$ cat src/hw/rtl/qpe_pkg.sv
// ----------------------------------------------------------------------------
// qpe_pkg
// Types and character constants shared by the query parameter extractor.
// ----------------------------------------------------------------------------
package qpe_pkg;

    localparam int unsigned NAME_BYTES = 8;
    localparam int unsigned NAME_W     = NAME_BYTES * 8;

    localparam logic [7:0] CH_QMARK = 8'h3F;
    localparam logic [7:0] CH_AMP   = 8'h26;
    localparam logic [7:0] CH_EQ    = 8'h3D;
    localparam logic [7:0] CH_PLUS  = 8'h2B;
    localparam logic [7:0] CH_MINUS = 8'h2D;
    localparam logic [7:0] CH_ZERO  = 8'h30;
    localparam logic [7:0] CH_NINE  = 8'h39;
    localparam logic [7:0] CH_SPACE = 8'h20;
    localparam logic [7:0] CH_TAB   = 8'h09;
    localparam logic [7:0] CH_CR    = 8'h0D;

    localparam logic [31:0] MAG_CAP = 32'h8000_0000;
    localparam logic [31:0] INT_MAX = 32'h7FFF_FFFF;

    typedef enum logic [1:0] {
        CFG_NAME_CHARS = 2'd0,
        CFG_NAME_LEN   = 2'd1
    } t_cfg_idx;

    typedef enum logic [4:0] {
        MODE_PRE   = 5'b00001,
        MODE_MATCH = 5'b00010,
        MODE_SKIP  = 5'b00100,
        MODE_VALUE = 5'b01000,
        MODE_DONE  = 5'b10000
    } t_mode;

    typedef enum logic [2:0] {
        PH_SPACE  = 3'b001,
        PH_DIGITS = 3'b010,
        PH_STOP   = 3'b100
    } t_phase;

    typedef struct packed {
        logic [7:0] url_byte;
        logic       end_of_url;
    } t_in_item;

    typedef struct packed {
        logic [7:0]         value_byte;
        logic               value_byte_valid;
        logic               url_done;
        logic               param_found;
        logic signed [31:0] int_value;
    } t_out_item;

endpackage

$ cat src/hw/rtl/qpe_if.sv
// ----------------------------------------------------------------------------
// qpe channel interfaces
// Valid/ready channels for url bytes, results and configuration writes.
// ----------------------------------------------------------------------------
interface qpe_in_if;
    logic              valid;
    logic              ready;
    qpe_pkg::t_in_item data;
    modport source (output valid, output data, input ready);
    modport sink   (input valid, input data, output ready);
endinterface

interface qpe_out_if;
    logic               valid;
    logic               ready;
    qpe_pkg::t_out_item data;
    modport source (output valid, output data, input ready);
    modport sink   (input valid, input data, output ready);
endinterface

interface qpe_cfg_if;
    logic                      valid;
    logic                      ready;
    qpe_pkg::t_cfg_idx         idx;
    logic [qpe_pkg::NAME_W-1:0] wdata;
    modport source (output valid, output idx, output wdata, input ready);
    modport sink   (input valid, input idx, input wdata, output ready);
endinterface

$ cat src/hw/rtl/query_param_extractor.sv
// an accepted url byte's result is loaded into the output register on the edge that accepts it
// throughput: one byte per cycle while the result side takes a transaction each cycle
// the output register is the only buffer, so input ready follows output ready
// reset: synchronous active-low i_rst_n clears parse state, name to zero, length to one
// ----------------------------------------------------------------------------
// query_param_extractor
// Scans a url byte stream for a named query parameter, flags its value bytes
// and converts the value to a saturating signed 32-bit integer.
// ----------------------------------------------------------------------------
module query_param_extractor #(
    parameter int unsigned MAX_NAME_LEN = 8
) (
    input  logic        i_clk,
    input  logic        i_rst_n,
    qpe_cfg_if.sink     i_cfg,
    qpe_in_if.sink      i_url,
    qpe_out_if.source   o_res
);
    import qpe_pkg::*;

    localparam logic [3:0] MaxLen = 4'(MAX_NAME_LEN);

    logic [NAME_W-1:0] r_name_chars;
    logic [3:0]        r_name_len;

    t_mode       r_mode,  n_mode;
    logic [3:0]  r_pos,   n_pos;
    logic        r_found, n_found;
    logic [31:0] r_acc,   n_acc;
    logic        r_neg,   n_neg;
    t_phase      r_phase, n_phase;

    logic        r_out_valid;
    t_out_item   r_out, n_out;

    logic        in_acc;
    logic [7:0]  b;
    logic [3:0]  len;
    logic [7:0]  expect_byte;
    logic        is_digit;
    logic        is_ws;
    logic [35:0] mag_next;
    logic        valid_byte;

    assign i_cfg.ready = 1'b1;
    assign i_url.ready = !r_out_valid || o_res.ready;
    assign in_acc      = i_url.valid && i_url.ready;

    assign o_res.valid = r_out_valid;
    assign o_res.data  = r_out;

    assign b        = i_url.data.url_byte;
    assign len      = (r_name_len > MaxLen) ? MaxLen : r_name_len;
    assign is_digit = (b >= CH_ZERO) && (b <= CH_NINE);
    assign is_ws    = (b == CH_SPACE) || ((b >= CH_TAB) && (b <= CH_CR));
    assign mag_next = ({4'b0, r_acc} << 3) + ({4'b0, r_acc} << 1)
                    + {32'b0, 4'(b - CH_ZERO)};

    always_comb begin
        if (r_pos < len) begin
            expect_byte = r_name_chars[r_pos[2:0]*8 +: 8];
        end else begin
            expect_byte = CH_EQ;
        end
    end

    always_comb begin
        n_mode     = r_mode;
        n_pos      = r_pos;
        n_found    = r_found;
        n_acc      = r_acc;
        n_neg      = r_neg;
        n_phase    = r_phase;
        valid_byte = 1'b0;
        case (r_mode)
            MODE_PRE: begin
                if (b == CH_QMARK) begin
                    n_mode = MODE_MATCH;
                    n_pos  = 4'd0;
                end
            end
            MODE_MATCH: begin
                if (b == CH_AMP) begin
                    n_pos = 4'd0;
                end else if (len == 4'd0) begin
                    n_mode = MODE_SKIP;
                end else if (b != expect_byte) begin
                    n_mode = MODE_SKIP;
                end else if (r_pos >= len) begin
                    n_found = 1'b1;
                    n_mode  = MODE_VALUE;
                end else begin
                    n_pos = r_pos + 4'd1;
                end
            end
            MODE_SKIP: begin
                if (b == CH_AMP) begin
                    n_mode = MODE_MATCH;
                    n_pos  = 4'd0;
                end
            end
            MODE_VALUE: begin
                if (b == CH_AMP) begin
                    n_mode = MODE_DONE;
                end else begin
                    valid_byte = 1'b1;
                    if (r_phase != PH_STOP) begin
                        if (is_digit) begin
                            n_acc   = (mag_next > {4'b0, MAG_CAP}) ? MAG_CAP
                                                                  : mag_next[31:0];
                            n_phase = PH_DIGITS;
                        end else if (r_phase == PH_SPACE && is_ws) begin
                            n_phase = PH_SPACE;
                        end else if (r_phase == PH_SPACE
                                     && (b == CH_PLUS || b == CH_MINUS)) begin
                            n_neg   = (b == CH_MINUS);
                            n_phase = PH_DIGITS;
                        end else begin
                            n_phase = PH_STOP;
                        end
                    end
                end
            end
            MODE_DONE: begin
                n_mode = MODE_DONE;
            end
            default: begin
                n_mode = MODE_PRE;
            end
        endcase
    end

    always_comb begin
        n_out.value_byte       = valid_byte ? b : 8'd0;
        n_out.value_byte_valid = valid_byte;
        n_out.url_done         = i_url.data.end_of_url;
        n_out.param_found      = n_found;
        if (!n_found) begin
            n_out.int_value = '0;
        end else if (n_neg) begin
            n_out.int_value = 32'd0 - n_acc;
        end else if (n_acc >= MAG_CAP) begin
            n_out.int_value = INT_MAX;
        end else begin
            n_out.int_value = n_acc;
        end
    end

    always_ff @(posedge i_clk) begin
        if (!i_rst_n) begin
            r_name_chars <= '0;
            r_name_len   <= 4'd1;
        end else if (i_cfg.valid && i_cfg.ready) begin
            case (i_cfg.idx)
                CFG_NAME_CHARS: r_name_chars <= i_cfg.wdata;
                CFG_NAME_LEN:   r_name_len   <= i_cfg.wdata[3:0];
                default: begin
                    r_name_len <= r_name_len;
                end
            endcase
        end
    end

    always_ff @(posedge i_clk) begin
        if (!i_rst_n) begin
            r_mode  <= MODE_PRE;
            r_pos   <= 4'd0;
            r_found <= 1'b0;
            r_acc   <= '0;
            r_neg   <= 1'b0;
            r_phase <= PH_SPACE;
        end else if (in_acc) begin
            if (i_url.data.end_of_url) begin
                r_mode  <= MODE_PRE;
                r_pos   <= 4'd0;
                r_found <= 1'b0;
                r_acc   <= '0;
                r_neg   <= 1'b0;
                r_phase <= PH_SPACE;
            end else begin
                r_mode  <= n_mode;
                r_pos   <= n_pos;
                r_found <= n_found;
                r_acc   <= n_acc;
                r_neg   <= n_neg;
                r_phase <= n_phase;
            end
        end
    end

    always_ff @(posedge i_clk) begin
        if (!i_rst_n) begin
            r_out_valid <= 1'b0;
        end else if (in_acc) begin
            r_out_valid <= 1'b1;
        end else if (o_res.ready) begin
            r_out_valid <= 1'b0;
        end
    end

    always_ff @(posedge i_clk) begin
        if (in_acc) begin
            r_out <= n_out;
        end
    end

    // found flag tracks the value and done modes
    a_found_mode: assert property (@(posedge i_clk) disable iff (!i_rst_n)
        r_found == (r_mode == MODE_VALUE || r_mode == MODE_DONE))
        else $error("found flag out of step with parse mode");

    // last byte of a url returns parsing to the start
    a_url_clear: assert property (@(posedge i_clk) disable iff (!i_rst_n)
        in_acc && i_url.data.end_of_url |=> r_mode == MODE_PRE && !r_found
            && r_acc == 32'd0 && r_phase == PH_SPACE)
        else $error("url state not cleared after last byte");

    // no value or integer before the name is matched
    a_not_found: assert property (@(posedge i_clk) disable iff (!i_rst_n)
        r_out_valid && !r_out.param_found |->
            r_out.int_value == 32'sd0 && !r_out.value_byte_valid)
        else $error("value reported without a match");

    // magnitude never exceeds the saturation cap
    a_mag_cap: assert property (@(posedge i_clk) disable iff (!i_rst_n)
        r_acc <= MAG_CAP)
        else $error("accumulator above saturation limit");

    // match position never runs past the name and its equals sign
    a_pos_range: assert property (@(posedge i_clk) disable iff (!i_rst_n)
        r_pos <= MaxLen)
        else $error("match position out of range");

endmodule
$ cat src/flat_wrapper.sv
// flat-port wrapper written by rule: the top's interface ports become plain ports
module query_param_extractor_flat import qpe_pkg::*;
#(
    parameter int unsigned MAX_NAME_LEN = 8
)
  (i_clk, i_rst_n, i_cfg_valid, i_cfg_idx, i_cfg_wdata, i_cfg_ready, i_url_valid, i_url_data, i_url_ready, o_res_valid, o_res_data, o_res_ready);
  qpe_cfg_if i_cfg_i ();
  qpe_in_if i_url_i ();
  qpe_out_if o_res_i ();
  input  logic i_clk;
  input  logic i_rst_n;
  input wire logic [$bits(i_cfg_i.valid)-1:0] i_cfg_valid;
  input wire logic [$bits(i_cfg_i.idx)-1:0] i_cfg_idx;
  input wire logic [$bits(i_cfg_i.wdata)-1:0] i_cfg_wdata;
  output wire logic [$bits(i_cfg_i.ready)-1:0] i_cfg_ready;
  input wire logic [$bits(i_url_i.valid)-1:0] i_url_valid;
  input wire logic [$bits(i_url_i.data)-1:0] i_url_data;
  output wire logic [$bits(i_url_i.ready)-1:0] i_url_ready;
  output wire logic [$bits(o_res_i.valid)-1:0] o_res_valid;
  output wire logic [$bits(o_res_i.data)-1:0] o_res_data;
  input wire logic [$bits(o_res_i.ready)-1:0] o_res_ready;
  assign i_cfg_i.valid = i_cfg_valid;
  assign i_cfg_i.idx = i_cfg_idx;
  assign i_cfg_i.wdata = i_cfg_wdata;
  assign i_cfg_ready = i_cfg_i.ready;
  assign i_url_i.valid = i_url_valid;
  assign i_url_i.data = i_url_data;
  assign i_url_ready = i_url_i.ready;
  assign o_res_valid = o_res_i.valid;
  assign o_res_data = o_res_i.data;
  assign o_res_i.ready = o_res_ready;
  query_param_extractor #(.MAX_NAME_LEN(MAX_NAME_LEN)) u_core (.i_clk(i_clk), .i_rst_n(i_rst_n), .i_cfg(i_cfg_i), .i_url(i_url_i), .o_res(o_res_i));
endmodule
$ cat config.mk
export PLATFORM = sky130hd
export DESIGN_NAME = query_param_extractor_flat
export DESIGN_NICKNAME = d
export VERILOG_FILES = /design/src/hw/rtl/qpe_pkg.sv /design/src/hw/rtl/qpe_if.sv /design/src/hw/rtl/query_param_extractor.sv /design/src/flat_wrapper.sv
export SDC_FILE = /design/constraint.sdc
export NUM_CORES = 1
export LEC_CHECK = 0
export ABC_AREA = 1
export BUFFER_PORTS_ARGS = -buffer_cell sky130_fd_sc_hd__clkbuf_2
export CAP_MARGIN = 40
export CORE_MARGIN = 4
export CORE_UTILIZATION = 55
export CTS_CLUSTER_SIZE = 16
export DETAILED_ROUTE_END_ITERATION = 8
export GPL_TIMING_DRIVEN = 0
export PLACE_DENSITY = 0.76
export SKIP_CTS_REPAIR_TIMING = 1
export SLEW_MARGIN = 20
export SYNTH_ARGS = -nofsm -noshare
export SYNTH_HDL_FRONTEND = slang
export SYNTH_SLANG_ARGS = --single-unit
$ cat constraint.sdc
create_clock -name i_clk -period 4.2 [get_ports i_clk]
set_input_delay 0.21 -clock i_clk [delete_from_list [all_inputs] [get_ports i_clk]]
set_output_delay 0.21 -clock i_clk [all_outputs]
set_load 0.01 [all_outputs]
After elaboration in Yosys (flattened, before gate mapping)
Cells that the tools add are included.

Flip-flop bits (word level): 158. Bits of input ports: 80. Output and inout bits: 46.

Add/sub/neg operators: 5. Order comparisons: 9. Eq/ne operators: 23. Shifts and indexed selects: 1. Multiplexer cells: 51. Reductions and logical operators: 20.

Operators with widths (count): two-way mux 32 bit (8); variable part select 64 x 7 -> 8 bit (1); equality test 8 x 6 -> 1 bit, second input constant (5); two-way mux 5 bit (8); adder 35 x 33 -> 36 bit (1); adder 36 x 4 -> 36 bit (1); > comparator 36 x 32 -> 1 bit, second input constant (1); greater-or-equal comparator 32 bit, second input constant (1); two-way mux 4 bit (8); subtractor 1 x 32 -> 32 bit, first input constant (1); one-hot mux 5 bit (5 select lines) (1); two-way mux 3 bit (7); two-way mux 1 bit (17); != test 4 x 3 -> 1 bit, second input constant (3); one-hot mux 4 bit (3 select lines) (1); != test 3 x 2 -> 1 bit, second input constant (3); greater-or-equal comparator 8 x 4 -> 1 bit, second input constant (1); greater-or-equal comparator 8 x 6 -> 1 bit, second input constant (1); less-or-equal comparator 8 x 4 -> 1 bit, second input constant (1); less-or-equal comparator 8 x 6 -> 1 bit, second input constant (1); two-way mux 8 bit (1); != test 8 bit (1); AND reduction 7 bit (1); != test 3 bit, second input constant (2); other kinds (24) (33).

Longest topological paths before layout
Depth in word-level cells: 11. Gate-level depth with buffers: 34. Mapped depth without buffers: 33.

Worst setup path before layout
No wires, ideal clock.

Path kind: register -> register. Start point: reg u_core.r_acc[0]. End point: reg u_core.r_out, in the netlist u_core.o_res.data[16], data pin. Arrival time: 3.628 ns. Path slack: 0.316 ns. Stages on the path, launching flop included: 33. Path through: dfxtp_1 inv_1 fa_1 fa_1 inv_1 nand2_1 nand2_1 and2_1 nand2_1 nand3_2 nand2_1 nand2_1 nand2_1 nand2_1 nor2_1 nand2_1 nor2_1 nand2_2 nand2_4 buf_6 nand4_1 nand2_1 inv_2 ha_1 nand3_1 nor2_2 nand2_2 nand2_4 nand2_4 nor2_4 nand2_1 nor3_1 nor2_1.

Word-level cells in the longest chain between the ends: 11.

RTL lines: start: declaration (RTL line query_param_extractor.sv:29) `logic [31:0] r_acc, n_acc;`; start signal: assignment (RTL line query_param_extractor.sv:184) `r_acc <= n_acc;`; adder 35 x 33 -> 36 bit (RTL line query_param_extractor.sv:56) `assign mag_next = ({4'b0, r_acc} << 3) + ({4'b0, r_acc} << 1)`; adder 36 x 4 -> 36 bit (RTL line query_param_extractor.sv:57) `+ {32'b0, 4'(b - CH_ZERO)};`; > comparator 36 x 32 -> 1 bit (RTL line query_param_extractor.sv:109) `n_acc = (mag_next > {4'b0, MAG_CAP}) ? MAG_CAP`; two-way mux 32 bit (RTL line query_param_extractor.sv:109); two-way mux 32 bit (RTL line query_param_extractor.sv:108) `if (is_digit) begin`; two-way mux 32 bit (RTL line query_param_extractor.sv:107) `if (r_phase != PH_STOP) begin`; two-way mux 32 bit (RTL line query_param_extractor.sv:103) `if (b == CH_AMP) begin`; two-way mux 32 bit (*) (RTL line query_param_extractor.sv:75) `case (r_mode)`; greater-or-equal comparator 32 bit (RTL line query_param_extractor.sv:142) `end else if (n_acc >= MAG_CAP) begin`; two-way mux 32 bit (RTL line query_param_extractor.sv:142); two-way mux 32 bit (*) (RTL line query_param_extractor.sv:140) `end else if (n_neg) begin`; end signal: assignment (RTL line query_param_extractor.sv:203) `r_out <= n_out;`; end: declaration (RTL line query_param_extractor.sv:34) `t_out_item r_out, n_out;`.

Mark *: on every way between the ends. The rest lies on a longest branch, timed or not. A chain may end at the register's enable or synchronous reset.

Worst setup path after layout
Start point: reg u_core.r_acc[1]. End point: reg u_core.r_out, in the netlist u_core.o_res.data[14], data pin.

Same word-level chain as after synthesis.

==> results by group <==
Placed design
  • Post-DP Area: 12400 um2
  • RD Place Congestion: 0.976
  • Final HPWL from detailed placement: around 27000 um
  • Port buffer count: 123
  • Dpl ws: -630 ps

Detailed routing
  • DR vias: about 12000
  • Post-DR wirelength/cell: 16.0 um
  • Top layer in use: met4
  • Antenna-violating nets left: 0
  • Wirelength, routed: ~35000 um
  • First-pass DRT Iterations: 7
  • Met1 Routed Length: 14200 um
  • Met3 wire len: 2360 um
  • Routed wl met2: ~17000 um
  • Via density: ~5.5
  • Post-route DRC: 0
  • Initial DRC count: 889

Power and ir drop
  • Seq pwr share: 0.451
  • Pwr/cell area: approximately 270 nW/um2
  • Clk pwr share: 0.431
  • Max VDD drop: about 0.00027 V
  • Combinational fraction of design power: 0.118
  • Switching Fraction: 0.281
  • Static Leak: between 6 and 7 nW
  • Int Power: about 2.6 mW
  • Sw power: 1.04 mW

Critical path
  • Crit Path Category: reg -> reg
  • CP max stage delay: 410 ps
  • Crit path DAT: about 4400 ps
  • Crit-path max FO: 6
  • CP startpoint kind: flop
  • Slowest CP cell: fa_2
  • Critical path endpoint category: flop
  • CP dominant cell by count: nand2_2
  • Worst EP required: 4390 ps

Logic synthesis
  • Sequential share of the synthesized area: 0.313
  • Yosys cell types: 60
  • Synth Net Count: 1908
  • Post-synth top flop: dfxtp_1
  • Synth Warn #: 0
  • Number of enable flip-flop cells after synthesis: between 40 and 50
  • Asr flop ratio synth: 0
  • Synthesis-stage register bit count: 158
  • Cell area after synthesis: about 11000 um2
  • Synth top area share: 0.201
  • Avg Cell Area, Syn: 6.53 um2
  • Mapped Cells: 1757
  • Most area-consuming cells after synthesis: dfxtp_1, nand2_1, edfxtp_1, nor2_1, ha_1
  • Top cells by count, synth: nand2_1, nor2_1, inv_1
  • Count leader, synth: nand2_1
  • Synth area leader: dfxtp_1

Clocking
  • Clock Latency Late Sink: 430 ps
  • CTS Buf Count: 17
  • Clock Pin Slew Worst Setup and Hold Paths: roughly 70 ps
  • Clk sinks: 158
  • CTS Root Cell: clkbuf_16
  • Clock Path Buffers: 2
  • H-Tree Level Count: 4
  • TritonCTS clock tree: built

Timing
  • Min Tclk post-route: between 4000 and 5000 ps
  • Highest Clock Rate: between 200 and 250 MHz
  • Hold slack: -8.71 ps
  • Max_slew headroom: 0.523
  • Final hold vios: 3
  • Slew @ Worst Pin: 712 ps
  • Period utilisation layout: 1.01
  • Final Setup Violations: 2
  • PnR worst setup slack: -26.1 ps
  • Max Slew Vio Count: 0
  • Clock Skews: 11.8 ps
  • RSZ-0062 raised after global routing: yes

Floorplan
  • Core area: 20400 um2
  • # rows: 52
  • Die W: 152 um
  • Starting Density: 0.563
  • # IOs: 126
  • Chip Height: 152 um
  • Die ar.: ~23000 um2

Final layout
  • Final instance area: approximately 14000 um2
  • Share of cells above drive strength 1: 0.206
  • Area growth from synthesis to layout: 19.2%
  • # diodes: 0
  • Final nets: 2076

Job
  • Maxcap violations: 0

Global route
  • Largest net degree at the start of global routing: 34
  • Vias in the first global route: 11138
  • GRT Total Usage: 0.289
  • GRT overflow: 0
  • Initial antenna violation count: 0
  • Global-route wire length before repair: 55200 um

Hold path
  • Worst hold path class: in -> reg

Status
  • Status: finished with violations
  • Failing checks: hold timing, setup timing
critical path: cells and delay by family (launching register included):
| kind | cells | cell delay [ps] |
|---|---|---|
| AOI/OAI and AO/OA | 1 | 90 |
| adders and majority gates | 4 | 1000 |
| buffers and inverters | 4 | 390 |
| DFF | 1 | 350 |
| and+or+nand+nor | 24 | 2160 |
layer usage:
metal	up-vias	track usage
met5	-	0
met4	0	0.126
met3	91	0.0398
met2	492	0.499
met1	5584	0.360
li1	6063	-
power by group through the flow:
stage	Combinational, mW	Sequential [mW]	Clock [mW]
after floorplan	0.252	1.69	0
after global placement	0.408	1.69	0
after detailed placement	0.420	1.69	0
after CTS	0.422	1.66	1.59
after global routing	0.478	1.67	1.67
final	0.434	1.66	1.58
cells in the final DEF (no fill, tap or decap), drive strengths merged, types with 2 or more instances in the layout:
| cell | n |
|---|---|
| nor3b | 3 |
| nand2 | 469 |
| nor4 | 5 |
| o221ai | 7 |
| clkinv | 14 |
| clkbuf | 184 |
| nand4 | 23 |
| fa | 2 |
| a211oi | 5 |
| o21ai | 136 |
| and2 | 3 |
| o21bai | 4 |
| nor2 | 304 |
| o22ai | 6 |
| ha | 69 |
| xor2 | 11 |
| nor3 | 20 |
| buf | 41 |
| nand3b | 5 |
| o21a | 2 |
| a21boi | 2 |
| inv | 209 |
| o211ai | 3 |
| dfxtp | 115 |
| or2 | 3 |
| edfxtp | 43 |
| a21oi | 114 |
| nand3 | 114 |
| a31oi | 7 |
| xnor2 | 4 |
| dlygate4sd3 | 2 |
final timing paths:
kind	cells after the start	endpoint	slack (ps)	startpoint
max	33	u_core.o_res.data[14]$_SDFFCE_PP0P_	-30	u_core.r_acc[1]$_SDFFE_PN0P_
min	3	u_core.r_name_chars[43]$_SDFFE_PN0P_	-9	i_cfg_wdata[43]
max reg2reg	33	u_core.o_res.data[14]$_SDFFCE_PP0P_	-30	u_core.r_acc[1]$_SDFFE_PN0P_
min reg2reg	2	u_core.r_name_chars[20]$_SDFFE_PN0P_	450	u_core.r_name_chars[20]$_SDFFE_PN0P_
stage by stage:
step	cells	total power [mW]	hold WS, ps	utilization	TNS, ps
CTS	2183	3.67	-17.7	0.641	-5710
detailed placement	2151	2.11	438	0.611	-10700
floorplan	1757	1.95	309	-	0
global placement	2150	2.10	432	0.610	-9550
finish	2208	3.68	-8.71	0.671	-28.7
global route	2208	3.81	2.13	0.671	-2620
area by class of cell:
| type | count | area (um2) |
|---|---|---|
| timing repair buffer | 149 | 828 |
| fill | 1787 | 6690 |
| tap | 270 | 338 |
| sequential | 158 | 3620 |
| clock inverter | 14 | 150 |
| clock buffer | 18 | 450 |
| inverter | 210 | 790 |
| buffer | 60 | 283 |
| multi-input combinational | 1329 | 7210 |
state kept, by name, indices dropped and copies added, names as in the netlist, 3 cells and up:
| register | cells |
|---|---|
| u_core.r_pos | 4 |
| u_core.r_mode | 5 |
| u_core.r_acc | 32 |
| u_core.r_phase | 3 |
| u_core.r_name_chars | 64 |
| u_core.o_res.data | 43 |
| u_core.r_name_len | 4 |
cells by family (layout without fill, tap and decap cells):
| kind of cell | Yosys count | count (layout) | share of synthesized area |
|---|---|---|---|
| XOR/XNOR | 15 | 15 | 0.0121 |
| flip-flops | 158 | 158 | 0.313 |
| AO/OA/AOI/OAI | 291 | 291 | 0.140 |
| AND/OR/NAND/NOR | 951 | 951 | 0.363 |
| buffers and inverters | 270 | 451 | 0.0928 |
| adder cells (fa/ha/maj) | 71 | 71 | 0.0788 |
| other | 1 | 1 | 0.000327 |
No activity file was read; power rests on OpenSTA's default activity.
